### src/rtl/lpd_pkg.sv
// Shared types for the length-prefixed deframer.
// Used by lpd_core and length_prefixed_deframer_unit; depends on nothing.
package lpd_pkg;

    localparam int unsigned BYTE_W = 8;
    localparam int unsigned TYPE_W = 16;
    localparam int unsigned LEN_W  = 16;

    // Position in the message: the four header bytes, then the payload.
    typedef enum logic [2:0] {
        HDR_TYPE_HI = 3'd0,
        HDR_TYPE_LO = 3'd1,
        HDR_LEN_HI  = 3'd2,
        HDR_LEN_LO  = 3'd3,
        IN_PAYLOAD  = 3'd4
    } lpd_state_t;

    // One step's outcome, from the parser to the output register.
    typedef struct packed {
        logic              valid;
        logic [TYPE_W-1:0] msg_type;
        logic [BYTE_W-1:0] payload_byte;
        logic              byte_valid;
        logic              last;
    } lpd_result_t;

endpackage

### src/rtl/lpd_core.sv
// Header parser and payload counter of the length-prefixed deframer.
// Depends on lpd_pkg for the state encoding and the result struct.
module lpd_core
    import lpd_pkg::*;
(
    input  logic              clk,
    input  logic              rst_n,
    input  logic              step_en,
    input  logic [BYTE_W-1:0] data_byte,
    output lpd_result_t       result
);

    lpd_state_t        state_reg, state_next;
    logic [TYPE_W-1:0] type_hold_reg, type_hold_next;
    logic [BYTE_W-1:0] length_high_reg, length_high_next;
    logic [LEN_W-1:0]  bytes_left_reg, bytes_left_next;
    logic [LEN_W-1:0]  len;

    always_ff @(posedge clk or negedge rst_n)
    begin
        if (!rst_n)
        begin
            state_reg       <= HDR_TYPE_HI;
            type_hold_reg   <= '0;
            length_high_reg <= '0;
            bytes_left_reg  <= '0;
        end
        else if (step_en)
        begin
            state_reg       <= state_next;
            type_hold_reg   <= type_hold_next;
            length_high_reg <= length_high_next;
            bytes_left_reg  <= bytes_left_next;
        end
    end

    assign len = {length_high_reg, data_byte};

    always_comb
    begin
        state_next          = state_reg;
        type_hold_next      = type_hold_reg;
        length_high_next    = length_high_reg;
        bytes_left_next     = bytes_left_reg;
        result.valid        = 1'b0;
        result.msg_type     = type_hold_reg;
        result.payload_byte = '0;
        result.byte_valid   = 1'b0;
        result.last         = 1'b0;
        case (state_reg)
            HDR_TYPE_LO:
            begin
                type_hold_next = {type_hold_reg[TYPE_W-1:BYTE_W], data_byte};
                state_next     = HDR_LEN_HI;
            end
            HDR_LEN_HI:
            begin
                length_high_next = data_byte;
                state_next       = HDR_LEN_LO;
            end
            HDR_LEN_LO:
            begin
                if (len == '0)
                begin
                    // An empty message gives a lone marker result.
                    result.valid    = 1'b1;
                    result.last     = 1'b1;
                    bytes_left_next = '0;
                    state_next      = HDR_TYPE_HI;
                end
                else
                begin
                    bytes_left_next = len;
                    state_next      = IN_PAYLOAD;
                end
            end
            IN_PAYLOAD:
            begin
                result.valid        = 1'b1;
                result.payload_byte = data_byte;
                result.byte_valid   = 1'b1;
                if (bytes_left_reg <= LEN_W'(1))
                begin
                    result.last     = 1'b1;
                    bytes_left_next = '0;
                    state_next      = HDR_TYPE_HI;
                end
                else
                begin
                    bytes_left_next = bytes_left_reg - LEN_W'(1);
                end
            end
            default:
            begin
                // First header byte; unused codes are handled the same way.
                type_hold_next = {data_byte, {BYTE_W{1'b0}}};
                state_next     = HDR_TYPE_LO;
            end
        endcase
    end

    // The payload state always has at least one byte still to come.
    a_payload_count: assert property (@(posedge clk) disable iff (!rst_n)
        state_reg == IN_PAYLOAD |-> bytes_left_reg != '0)
        else $error("payload state with zero bytes left");

    // The final payload byte, or an empty-message marker, sends the parser back to the header.
    a_last_returns: assert property (@(posedge clk) disable iff (!rst_n)
        step_en && result.valid && result.last |=> state_reg == HDR_TYPE_HI)
        else $error("parser did not return to header after last result");

    // The parser never reaches one of the unused position codes.
    a_state_legal: assert property (@(posedge clk) disable iff (!rst_n)
        state_reg <= IN_PAYLOAD)
        else $error("parser position out of range");

endmodule

### src/rtl/length_prefixed_deframer_unit.sv
// Top level of the length-prefixed deframer: input register, parser, result register.
// Depends on lpd_pkg and lpd_core.
//
//  Channel   Direction  Carries                           Accepted when
//  s_axis    in         data_byte (one stream byte)       s_axis_tvalid && s_axis_tready
//  m_axis    out        payload byte, type, valid, last   m_axis_tvalid && m_axis_tready
//
// An accepted item sits in the input register while the parser works on it;
// any result it causes is written to the output register when the parser
// steps on that item, and is offered on m_axis from that register.
// One item is accepted every cycle while the output side keeps taking results;
// the parser's state update is a single small counter step per byte.
// Header bytes produce no result; a payload byte or an empty-message marker
// produces exactly one. Reset (rst_n low, asynchronous) empties both registers
// and returns the parser to the first header byte.
// A stall on m_axis holds the pending result and the pending input byte; the
// input side stops taking items only while both are full.
module length_prefixed_deframer_unit
    import lpd_pkg::*;
(
    input  logic              clk,
    input  logic              rst_n,
    input  logic              s_axis_tvalid,
    output logic              s_axis_tready,
    input  logic [BYTE_W-1:0] s_axis_tdata,   // [7:0] data_byte
    output logic              m_axis_tvalid,
    input  logic              m_axis_tready,
    output logic [BYTE_W-1:0] m_axis_tdata,   // [7:0] payload_byte
    output logic [TYPE_W:0]   m_axis_tuser,   // [15:0] msg_type, [16] byte_valid
    output logic              m_axis_tlast    // last_of_message
);

    logic              in_valid_reg, in_valid_next;
    logic [BYTE_W-1:0] in_byte_reg;
    logic              out_valid_reg, out_valid_next;
    lpd_result_t       out_reg;
    lpd_result_t       step_result;
    logic              out_free;
    logic              step_en;
    logic              in_take;

    // The result register can take a new value when empty or being drained.
    assign out_free      = !out_valid_reg || m_axis_tready;
    // The parser advances on the held byte whenever its result has a place.
    assign step_en       = in_valid_reg && out_free;
    assign s_axis_tready = !in_valid_reg || out_free;
    assign in_take       = s_axis_tvalid && s_axis_tready;

    lpd_core u_core (
        .clk       (clk),
        .rst_n     (rst_n),
        .step_en   (step_en),
        .data_byte (in_byte_reg),
        .result    (step_result)
    );

    always_comb
    begin
        in_valid_next = in_take ? 1'b1 : (step_en ? 1'b0 : in_valid_reg);
        if (out_free)
        begin
            out_valid_next = step_en && step_result.valid;
        end
        else
        begin
            out_valid_next = out_valid_reg;
        end
    end

    always_ff @(posedge clk or negedge rst_n)
    begin
        if (!rst_n)
        begin
            in_valid_reg  <= 1'b0;
            out_valid_reg <= 1'b0;
        end
        else
        begin
            in_valid_reg  <= in_valid_next;
            out_valid_reg <= out_valid_next;
        end
    end

    // Payload registers carry no reset.
    always_ff @(posedge clk)
    begin
        if (in_take)
        begin
            in_byte_reg <= s_axis_tdata;
        end
        if (step_en && step_result.valid)
        begin
            out_reg <= step_result;
        end
    end

    assign m_axis_tvalid = out_valid_reg;
    assign m_axis_tdata  = out_reg.payload_byte;
    assign m_axis_tuser  = {out_reg.byte_valid, out_reg.msg_type};
    assign m_axis_tlast  = out_reg.last;

    // An empty-message marker is always the last of its message and carries a zero byte.
    a_marker_shape: assert property (@(posedge clk) disable iff (!rst_n)
        m_axis_tvalid && !m_axis_tuser[TYPE_W] |-> m_axis_tlast && m_axis_tdata == '0)
        else $error("empty-message marker malformed");

    // A held input byte is not replaced while the parser is blocked.
    a_input_held: assert property (@(posedge clk) disable iff (!rst_n)
        in_valid_reg && !out_free |=> in_valid_reg && $stable(in_byte_reg))
        else $error("input byte lost while output stalled");

    // A result that is not taken stays on the output unchanged.
    a_output_held: assert property (@(posedge clk) disable iff (!rst_n)
        m_axis_tvalid && !m_axis_tready |=> m_axis_tvalid && $stable(m_axis_tdata)
            && $stable(m_axis_tuser) && $stable(m_axis_tlast))
        else $error("stalled result changed");

endmodule
### config.mk
export PLATFORM = sky130hd
export DESIGN_NAME = length_prefixed_deframer_unit
export DESIGN_NICKNAME = d
export VERILOG_FILES = /design/src/rtl/lpd_pkg.sv /design/src/rtl/lpd_core.sv /design/src/rtl/length_prefixed_deframer_unit.sv
export SDC_FILE = /design/constraint.sdc
export NUM_CORES = 1
export LEC_CHECK = 0
export ABC_CLOCK_PERIOD_IN_PS = 2700
export CAP_MARGIN = 25
export CORE_MARGIN = 2
export CORE_UTILIZATION = 35
export CTS_CLUSTER_SIZE = 14
export DETAILED_ROUTE_END_ITERATION = 8
export DONT_BUFFER_PORTS = 1
export SKIP_CTS_REPAIR_TIMING = 1
export SYNTH_ARGS = -nofsm -noshare
export SYNTH_HDL_FRONTEND = slang
export SYNTH_SLANG_ARGS = --single-unit
### constraint.sdc
create_clock -name clk -period 2.7 [get_ports clk]
set_input_delay 0.27 -clock clk [delete_from_list [all_inputs] [get_ports clk]]
set_output_delay 0.27 -clock clk [all_outputs]
set_load 0.1 [all_outputs]
==> impl_metrics.tcl <==
set metrics [dict create \
    synth_commonest_cells "dfrtp_1, edfxtp_1, nand2_1, o21ai_0, mux2_2" \
    final_hold_viol_count 0 \
    finish.net_count 312 \
    areaGrowthSynthToFinish_pct 15.00 \
    crit_path_frequent_cell "buf_4" \
    first_iter_violations 158 \
    hold_path_startpoint "s_axis_tvalid" \
    critical_path_peak_fanout 17 \
    gpl.final_weighted_congestion 0.8727 \
    cts-root-buf "clkbuf_8" \
    post_synth_num_cell_types 47 \
    site_row_count 35 \
    ys_ff_latch 79 \
    port-buffer-count 0 \
    post_synth_main_area_contributors "dfrtp_1, edfxtp_1, mux2_2" \
    clock_tree_from_tritoncts "done" \
    r2r_end "m_axis_tuser[2]$_DFFE_PP_" \
    startpoint_type "flop" \
    drv.max_cap_violation_count 0 \
    maxSlewViolCount 0 \
    tightest_slew_ps 909.5 \
    holdPathStages 1 \
    first_global_vias 2203 \
    globalRouteOverflowTotal 0 \
    category_of_the_most_critical_setup_path "flop to flop" \
    detailedRoute.firstPassIterationCount 4 \
    routed-via-count 2301 \
    worst_ep_required_time_ps 2740 \
    timing.critical_path.max_delay_family "simple AND/OR/NAND/NOR gates" \
    timing.reg2reg.worst_path_depth 6 \
    syn_nets 295 \
    cts.reportedPaths.clkPinSlew_ps 80 \
    p_leak_nw 1.503 \
    synth_warnings 0 \
    setup.worst_path.start "u_core.state_reg[0]$_DFFE_PN0P_" \
    cts_max_path_buffers 2 \
    critPathCaptureType "flop" \
    largest_net_degree_at_the_start_of_global_routing 46 \
    fin_skew_ps 6.654 \
    floorplan.core_area_um2 9328 \
    initial_antenna_violation_count 0 \
    yosysMostFrequentCell "dfrtp_1" \
    final_min_period_over_clock_period 0.7954 \
    worstPathBufferInverterCount 3 \
    mean_routed_wirelength_per_cell_um 17.28 \
    h-tree-depth 3 \
    cts_num_sinks 79 \
    chipWidth_um 102.4 \
    max_slew_headroom 0.3949 \
    whs_endpoint "in_valid_reg$_DFFE_PN0P_" \
    synth_top_area_share 0.3326 \
    synthesis.instances 281 \
    gr-usage-all-layers 0.1551 \
    run_status "finished clean" \
    largest_register_ff_count 17 \
    synth.avg_cell_area_um2 12.05 \
    edff_count_synth 34 \
    power.density_nw_per_um2 1148 \
    r2r_start "u_core.state_reg[0]$_DFFE_PN0P_" \
    routed_wirelength_mm 7.464 \
    synthFlopType "dfrtp_1" \
    ys_async_sr_fraction 0.5696 \
    die_h_um 102.4 \
    dp_hpwl_mm 5.087 \
    clk_latency_ps 350 \
    boundaryPins 40 \
    initial_utilization 0.3630 \
    setup_viol 0 \
    fin_util 0.4174 \
    antenna_cells 0 \
    worst_path_max_delay_cell "dfrtp_1" \
    max_clock_freq_ghz 0.4656 \
    synthesis.area_um2 3386 \
    routed_via_density 5.326 \
    critical_path.max_stage_delay_ps 520 \
    period_minus_slack_ps 2148 \
    fp.dieArea_um2 10480 \
    grt_pass1_wl_mm 11.96 \
    drc 0 \
    synth_largest_area_cell "dfrtp_1" \
    rsz0062_at_grt "false" \
    cts_buffers 9 \
    maximum_vdd_ir_drop_mv 0.5600 \
    path_cells "or3b_1, buf_4, inv_1, nor2_1, nor2_2, buf_4" \
    route.antenna.remaining_nets 0 \
    ff2ff_setup_slack_ps 550 \
    share_of_cells_above_drive_strength_1 0.1518 \
    cp_arrival_ps 2190 \
    timing.setup.tns_ps 0 \
    timing.hold.worst.class "input pin to flop" \
    post_synthesis_sequential_area_ratio 0.6341 \
]
area by class of cell:
class,count,area (um2)
clock buffers,10,127.6
clock inverters,6,85.08
fillers,862,5434
inverters,9,33.78
multi-input cells,180,1154
flip-flops and latches,79,2147
well taps,129,161.4
repair buffers,19,185.2
kinds of logic (layout without fill, tap and decap cells):
family | after synthesis | count (layout) | share of synthesized area
simple gates | 93 | 93 | 0.1419
buf+inv | 22 | 44 | 0.02587
fa+ha+maj | 2 | 2 | 0.007390
mux | 18 | 18 | 0.05913
compound gates | 67 | 67 | 0.1316
flops | 79 | 79 | 0.6341
metrics by stage:
stage          area, um2  std cells  hold WS, ps  setup slack [ps]  power (mW)
4_1_cts             3776        422       -417.6             566.8       4.463
2_1_floorplan       3388        281       -25.59             126.1       3.167
6_report            3894        432        31.66             552.4       4.469
5_1_grt             3894        432        7.543             416.4       4.759
3_3_place_gp        3563        406       -22.40             622.9       3.473
3_5_place_dp        3563        406       -22.69             591.0       3.524
worst max path at each step:
stage,end,slack (ps),cells past startpoint
after detailed placement,m_axis_tlast$_DFFE_PP_,590,6
after global routing,m_axis_tdata[3]$_SDFFCE_PN0P_,420,6
after global placement,m_axis_tuser[5]$_DFFE_PP_,620,6
after floorplan,in_byte_reg[0]$_DFFE_PP_,130,3
after CTS,m_axis_tuser[2]$_DFFE_PP_,570,6
final,m_axis_tuser[2]$_DFFE_PP_,550,6
where the power goes:
part           leakage [nW]  switching, mW  total, mW  internal (mW)
Sequential            0.888          0.654       2.33           1.68
Clock                 0.102          0.415      0.932          0.517
Combinational         0.512          0.661       1.20          0.543
cells in the final DEF, fill, tap and decap left out, types with 2 or more instances in the layout:
| cell | netlist | routed |
|---|---|---|
| o21ai_0 | 21 | 21 |
| nor2_2 | 1 | 2 |
| a22o_1 | 5 | 5 |
| buf_4 | 1 | 9 |
| clkinv_2 | 0 | 2 |
| o32ai_1 | 4 | 4 |
| nor2b_1 | 2 | 2 |
| nand3b_1 | 3 | 3 |
| and2_1 | 10 | 10 |
| a21oi_1 | 14 | 14 |
| o31ai_1 | 4 | 4 |
| nand2b_1 | 2 | 2 |
| nor4_1 | 8 | 8 |
| a221o_1 | 3 | 3 |
| mux2i_1 | 2 | 2 |
| nor2_1 | 15 | 14 |
| inv_1 | 9 | 9 |
| clkinvlp_4 | 0 | 2 |
| bufinv_16 | 0 | 2 |
| nand2_1 | 30 | 30 |
| dlygate4sd3_1 | 0 | 9 |
| mux2_2 | 16 | 16 |
| ha_1 | 2 | 2 |
| nor3_1 | 8 | 8 |
| dfrtp_1 | 45 | 45 |
| clkbuf_8 | 0 | 9 |
| edfxtp_1 | 34 | 34 |
| nand3_1 | 7 | 7 |
| a22oi_1 | 2 | 2 |
routing by layer:
metal	vias up	routed length [um]	global-route usage	share of wire
met4	0	46	0.04718	0.0062
li1	1078	-	-	-
met5	-	0	0	0
met1	1139	3479	0.2158	0.47
met3	4	438	0.05746	0.059
met2	80	3500	0.2267	0.47
(Power assumes the default switching activity.)
